[src/mhpq_pkg.sv]
// Package: shared types, constants and operation/status codes for the heap queue.
package mhpq_pkg;

  localparam int unsigned CAPACITY_DEF = 256;

  typedef enum logic [1:0] {
    OP_INSERT = 2'd0,
    OP_POP    = 2'd1,
    OP_UPDATE = 2'd2,
    OP_NONE   = 2'd3
  } op_e;

  typedef enum logic [2:0] {
    ST_OK        = 3'd0,
    ST_EMPTY     = 3'd1,
    ST_FULL      = 3'd2,
    ST_NOT_FOUND = 3'd3,
    ST_NOT_LOWER = 3'd4
  } status_e;

  typedef struct packed {
    logic [1:0]         operation;
    logic [9:0]         cell_x;
    logic [9:0]         cell_y;
    logic signed [15:0] heading;
    logic [23:0]        path_cost;
    logic [23:0]        priority_req;
  } req_t;

  typedef struct packed {
    logic [2:0]         status;
    logic               entry_valid;
    logic [9:0]         out_cell_x;
    logic [9:0]         out_cell_y;
    logic signed [15:0] out_heading;
    logic [23:0]        out_path_cost;
    logic [23:0]        out_priority;
    logic [8:0]         entry_count;
  } rsp_t;

  // one stored entry: key plus payload {path_cost, heading, y, x}
  typedef struct packed {
    logic [23:0] key;
    logic [23:0] path_cost;
    logic [15:0] heading;
    logic [9:0]  cell_y;
    logic [9:0]  cell_x;
  } entry_t;

  // controller to datapath commands
  typedef enum logic [4:0] {
    CMD_NOP,
    CMD_LOAD,
    CMD_INS_START,
    CMD_UP_RD,
    CMD_UP_MOVE,
    CMD_WR_MOV,
    CMD_POP_RD_ROOT,
    CMD_POP_RD_LAST,
    CMD_POP_GET_LAST,
    CMD_DN_RD_L,
    CMD_DN_RD_R,
    CMD_DN_MOVE,
    CMD_SRCH_START,
    CMD_SRCH_RD,
    CMD_SRCH_NEXT,
    CMD_UPD_START,
    CMD_RD_ROOT,
    CMD_CAPTURE
  } cmd_e;

  typedef struct packed {
    cmd_e    cmd;
    status_e status;
    logic    use_pop;
  } ctl_t;

  typedef struct packed {
    op_e  op;
    logic empty;
    logic full;
    logic at_root;
    logic up_swap;
    logic is_leaf;
    logic dn_swap;
    logic srch_end;
    logic match;
    logic cheaper;
  } sts_t;

endpackage

[src/min_heap_priority_queue_top.sv]


// Controller: sequences insert, pop, update and the response.
module mhpq_ctrl (
  input  logic           clk_i,
  input  logic           rst_ni,
  input  logic           req_valid_i,
  output logic           req_ready_o,
  output logic           rsp_valid_o,
  input  logic           rsp_ready_i,
  input  mhpq_pkg::sts_t sts_i,
  output mhpq_pkg::ctl_t ctl_o
);

  typedef enum logic [14:0] {
    S_IDLE     = 15'h0001,
    S_DISPATCH = 15'h0002,
    S_UP_CHK   = 15'h0004,
    S_UP_WAIT  = 15'h0008,
    S_POP_LAST = 15'h0010,
    S_POP_GET  = 15'h0020,
    S_DN_CHK   = 15'h0040,
    S_DN_RD_R  = 15'h0080,
    S_DN_CMP   = 15'h0100,
    S_SRCH_CHK = 15'h0200,
    S_SRCH_CMP = 15'h0400,
    S_PLACE    = 15'h0800,
    S_ROOT_RD  = 15'h1000,
    S_ROOT_CAP = 15'h2000,
    S_RSP      = 15'h4000
  } state_e;

  state_e            state_q, state_d;
  mhpq_pkg::status_e status_q, status_d;
  logic              use_pop_q, use_pop_d;
  mhpq_pkg::cmd_e    cmd;

  assign req_ready_o = (state_q == S_IDLE);
  assign rsp_valid_o = (state_q == S_RSP);
  assign ctl_o       = '{cmd: cmd, status: status_q, use_pop: use_pop_q};

  // next state and command
  always_comb begin
    state_d   = state_q;
    status_d  = status_q;
    use_pop_d = use_pop_q;
    cmd       = mhpq_pkg::CMD_NOP;
    unique case (state_q)
      S_IDLE: begin
        if (req_valid_i) begin
          cmd       = mhpq_pkg::CMD_LOAD;
          status_d  = mhpq_pkg::ST_OK;
          use_pop_d = 1'b0;
          state_d   = S_DISPATCH;
        end
      end
      S_DISPATCH: begin
        unique case (sts_i.op)
          mhpq_pkg::OP_INSERT: begin
            if (sts_i.full) begin
              status_d = mhpq_pkg::ST_FULL;
              state_d  = S_ROOT_RD;
            end else begin
              cmd     = mhpq_pkg::CMD_INS_START;
              state_d = S_UP_CHK;
            end
          end
          mhpq_pkg::OP_POP: begin
            if (sts_i.empty) begin
              status_d = mhpq_pkg::ST_EMPTY;
              state_d  = S_ROOT_RD;
            end else begin
              cmd       = mhpq_pkg::CMD_POP_RD_ROOT;
              use_pop_d = 1'b1;
              state_d   = S_POP_LAST;
            end
          end
          mhpq_pkg::OP_UPDATE: begin
            cmd     = mhpq_pkg::CMD_SRCH_START;
            state_d = S_SRCH_CHK;
          end
          mhpq_pkg::OP_NONE: state_d = S_ROOT_RD;
        endcase
      end
      // sift up: read parent, move it down while it is larger
      S_UP_CHK: begin
        if (sts_i.at_root) begin
          state_d = S_PLACE;
        end else begin
          cmd     = mhpq_pkg::CMD_UP_RD;
          state_d = S_UP_WAIT;
        end
      end
      S_UP_WAIT: begin
        if (sts_i.up_swap) begin
          cmd     = mhpq_pkg::CMD_UP_MOVE;
          state_d = S_UP_CHK;
        end else begin
          state_d = S_PLACE;
        end
      end
      // pop: keep root, take last entry as the one to sink
      S_POP_LAST: begin
        cmd     = mhpq_pkg::CMD_POP_RD_LAST;
        state_d = S_POP_GET;
      end
      S_POP_GET: begin
        cmd     = mhpq_pkg::CMD_POP_GET_LAST;
        state_d = S_DN_CHK;
      end
      // sift down: read both children, move the smaller up
      S_DN_CHK: begin
        if (sts_i.is_leaf) begin
          state_d = S_PLACE;
        end else begin
          cmd     = mhpq_pkg::CMD_DN_RD_L;
          state_d = S_DN_RD_R;
        end
      end
      S_DN_RD_R: begin
        cmd     = mhpq_pkg::CMD_DN_RD_R;
        state_d = S_DN_CMP;
      end
      S_DN_CMP: begin
        if (sts_i.dn_swap) begin
          cmd     = mhpq_pkg::CMD_DN_MOVE;
          state_d = S_DN_CHK;
        end else begin
          state_d = S_PLACE;
        end
      end
      // cell search over live entries in storage order
      S_SRCH_CHK: begin
        if (sts_i.srch_end) begin
          status_d = mhpq_pkg::ST_NOT_FOUND;
          state_d  = S_ROOT_RD;
        end else begin
          cmd     = mhpq_pkg::CMD_SRCH_RD;
          state_d = S_SRCH_CMP;
        end
      end
      S_SRCH_CMP: begin
        if (sts_i.match) begin
          if (sts_i.cheaper) begin
            cmd     = mhpq_pkg::CMD_UPD_START;
            state_d = S_UP_CHK;
          end else begin
            status_d = mhpq_pkg::ST_NOT_LOWER;
            state_d  = S_ROOT_RD;
          end
        end else begin
          cmd     = mhpq_pkg::CMD_SRCH_NEXT;
          state_d = S_SRCH_CHK;
        end
      end
      S_PLACE: begin
        cmd     = mhpq_pkg::CMD_WR_MOV;
        state_d = S_ROOT_RD;
      end
      S_ROOT_RD: begin
        cmd     = mhpq_pkg::CMD_RD_ROOT;
        state_d = S_ROOT_CAP;
      end
      S_ROOT_CAP: begin
        cmd     = mhpq_pkg::CMD_CAPTURE;
        state_d = S_RSP;
      end
      S_RSP: begin
        if (rsp_ready_i) begin
          state_d = S_IDLE;
        end
      end
      default: state_d = S_IDLE;
    endcase
  end

  // state registers
  always_ff @(posedge clk_i or negedge rst_ni) begin
    if (!rst_ni) begin
      state_q   <= S_IDLE;
      status_q  <= mhpq_pkg::ST_OK;
      use_pop_q <= 1'b0;
    end else begin
      state_q   <= state_d;
      status_q  <= status_d;
      use_pop_q <= use_pop_d;
    end
  end

endmodule
[config.mk]
export PLATFORM = sky130hd
export DESIGN_NAME = mhpq_ctrl
export DESIGN_NICKNAME = d
export VERILOG_FILES = /design/src/mhpq_pkg.sv /design/src/min_heap_priority_queue_top.sv
export SDC_FILE = /design/constraint.sdc
export NUM_CORES = 1
export LEC_CHECK = 0
export ABC_AREA = 1
export BUFFER_PORTS_ARGS = -buffer_cell sky130_fd_sc_hd__buf_2
export CAP_MARGIN = 40
export CORE_MARGIN = 10
export CORE_UTILIZATION = 45
export CTS_CLUSTER_SIZE = 8
export DETAILED_ROUTE_END_ITERATION = 7
export HOLD_SLACK_MARGIN = 0.05
export PLACE_DENSITY = 0.67
export SYNTH_ARGS = -nofsm -noshare
export SYNTH_HDL_FRONTEND = slang
export SYNTH_SLANG_ARGS = --single-unit
[constraint.sdc]
create_clock -name clk_i -period 3.2 [get_ports clk_i]
set_input_delay 0.16 -clock clk_i [delete_from_list [all_inputs] [get_ports clk_i]]
set_output_delay 0.16 -clock clk_i [all_outputs]
set_load 0.01 [all_outputs]
==> results.json <==
{
  "wl_met2_mm": 1.68,
  "r2r_cells": 10,
  "ys_warn_count": 0,
  "routed.top_layer": "met4",
  "fin_cells": 255,
  "final_hold_viol_count": 0,
  "grt_pass1_wl_mm": 5.96,
  "drt_pass1_iterations": 4,
  "clock-sinks": 19,
  "maxSlewViolCount": 0,
  "overflow": 0,
  "nNetsFinal": 240,
  "ys_seq_elements": 19,
  "core-area_um2": 2780,
  "ys_types": 29,
  "tightest_slew_ps": 431,
  "clk_path_buf_depth": 2,
  "mostFrequentLayoutCell": "nand2_1",
  "powerDensity_nw_per_um2": 556,
  "leakagePower_nw": 0.868,
  "power_w": 0.000839,
  "finalCriticalPeriod_ps": 2230,
  "grt_use_total_pct": 13.4,
  "gp_congestion": 0.944,
  "outcome": "complete, no violations",
  "clock_skew_ps": 9.51,
  "wire_per_inst_um": 13.4,
  "clk_latency_ps": 300,
  "fin_setup_tns_ps": 0,
  "routed-via-count": 1325,
  "rsz0062_at_grt": "false",
  "syn2layout_area_growth_pct": 14.5,
  "wirelength_met1_mm": 1.46,
  "fp-row-count": 19,
  "required_ps": 3040,
  "yosysTopAreaCellShare_pct": 34.2,
  "drtIter0Drc": 83,
  "endpoint": "ctl_o[7]",
  "fmax_ghz": 0.448,
  "fill_cells": 286,
  "routed_wl_mm": 3.42,
  "worstPathArrival_ps": 2070,
  "dp_slack_ps": 1330,
  "worstReg2RegStart": "state_q[10]$_DFFE_PN0P_",
  "r2r_end": "status_q[2]$_DFFE_PN0P_",
  "drive_gt1_share_pct": 22.8,
  "period_share_pct": 69.8,
  "cts_made_buffers": 3,
  "reg2reg_setup_slack_ps": 1400,
  "relSlewSlack_pct": 71.3,
  "start_util_pct": 47.4,
  "io_pins": 26,
  "dpl.cell_count": 249,
  "yosysSeqAreaShare_pct": 36.1,
  "dp_hpwl_mm": 2.94,
  "grt_pass1_vias": 1336,
  "cts_setup_buffers": 0,
  "synth.largest_area_cell": "dfrtp_1",
  "final_cell_mix": "39 x nand2_1, 32 x nor2_1, 31 x inv_1, 25 x nand3_1, 25 x buf_2",
  "yosys-top-cells-area": "dfrtp_1 34%, nand2_1 11%, nand3_1 9.5%",
  "n_antenna_cell": 0,
  "startpoint_type": "flip-flop",
  "holdWs_ps": 80.5,
  "netlist_area_um2": 1320,
  "setup_viol": 0,
  "grt_antenna_before_repair": 0,
  "grt_max_degree": 20,
  "ant_nets": 0,
  "cts-root-buf": "clkbuf_4",
  "ir_drop_v": 0.000361,
  "die_h_um": 74.1,
  "drc": 0,
  "clk_pin_slew_ps": 110,
  "fp.dieArea_um2": 5500,
  "synthCells": 195,
  "vias_per_cell": 5.20,
  "synth_fp_nets": 210,
  "worstSetupPathType": "reg2out",
  "drv_cap": 0,
  "cts_tree": "done",
  "hp-class": "in2reg",
  "layout_setup_ws_ps": 968,
  "met3_length_um": 205,
  "htree_levels": 1,
  "avgSynthCellArea_um2": 6.76,
  "crit_fanout": 12,
  "io_buffers": 25,
  "crit_path_end_kind": "output pin",
  "die_w_um": 74.1,
  "startpoint": "state_q[10]$_DFFE_PN0P_"
}
[cell usage after synthesis]
cell type  instances
nand2_1           39
nor2_1            32
inv_1             31
nand3_1           25
dfrtp_1           18
nor2_2             6
o21ai_0            6
nand2_2            5
nand4_1            5
nor3_1             5
inv_2              3
a21oi_1            2
nor2_4             2
a21oi_2            1
a31oi_1            1
buf_4              1
buf_6              1
dfstp_2            1
nand2_4            1
nand3_2            1
nor2_8             1
nor3b_1            1
nor4_2             1
o211ai_1           1
o21ai_1            1
o221ai_1           1
o22ai_1            1
or2_1              1
or2_2              1
[stage by stage]
stage / instance area, µm² / util [%]
floorplan: 1320 / -
global placement: 1460 / 52.6
detailed placement: 1460 / 52.6
CTS: 1510 / 54.3
global route: 1510 / 54.3
finish: 1510 / 54.3
[power by group]
| group | total (W) | leakage [nW] | switching [W] | internal (W) |
|---|---|---|---|---|
| Combinational | 0.000420 | 0.593 | 0.000289 | 0.000131 |
| Sequential | 0.000298 | 0.260 | 0.0000213 | 0.000277 |
| Clock | 0.000121 | 0.0150 | 0.0000728 | 0.0000486 |
[metal layers]
layer / GRT usage (%) / vias up
li1: - / 677
met1: 16.4 / 605
met2: 22.0 / 34
met3: 3.06 / 9
met4: 5.80 / 0
met5: 0 / -
[how the worst min path moves through the flow]
stage              from                       to  depth (start not counted)
3_3_place_gp     rst_ni   state_q[9]$_DFFE_PN0P_                          1
3_5_place_dp     rst_ni  state_q[11]$_DFFE_PN0P_                          1
2_1_floorplan    rst_ni  state_q[10]$_DFFE_PN0P_                          0
4_1_cts        sts_i[2]  state_q[10]$_DFFE_PN0P_                          2
6_report       sts_i[2]  state_q[10]$_DFFE_PN0P_                          2
5_1_grt        sts_i[2]  state_q[10]$_DFFE_PN0P_                          2
[area by class of cell]
class | count | area [µm²] | area share [%]
Multi-Input combinational cell | 140 | 696 | 46.1
Sequential cell | 19 | 477 | 31.6
Timing Repair Buffer | 27 | 145 | 9.61
Inverter | 34 | 128 | 8.45
Tap cell | 31 | 38.8 | 2.57
Clock buffer | 4 | 26.3 | 1.74
[repair_timing]
action | 4_1_cts | 5_1_grt
hold buffers | 2 | 0
resized for setup | 0 | 0
hold endpoints to repair | 19 | 0
[flip-flops by register name, summed over array words and instances, names as in the netlist]
name and cells:
state_q 15, status_q 3, use_pop_q 1
[cells by family after synthesis]
| family | synth area share [%] |
|---|---|
| flops | 36.1 |
| simple gates | 46.5 |
| compound gates | 6.26 |
| buf+inv | 11.1 |
[critical path, stage by stage (launching register included)]
cell	delay [ps]
dfrtp_1	420
nor2_1	180
nand2_1	130
nor2_4	290
nand2_2	180
inv_1	110
nand3_1	120
nand2_1	110
nor2_1	40
nand2_1	60
buf_2	120
No activity file was read; power rests on OpenSTA's default activity.
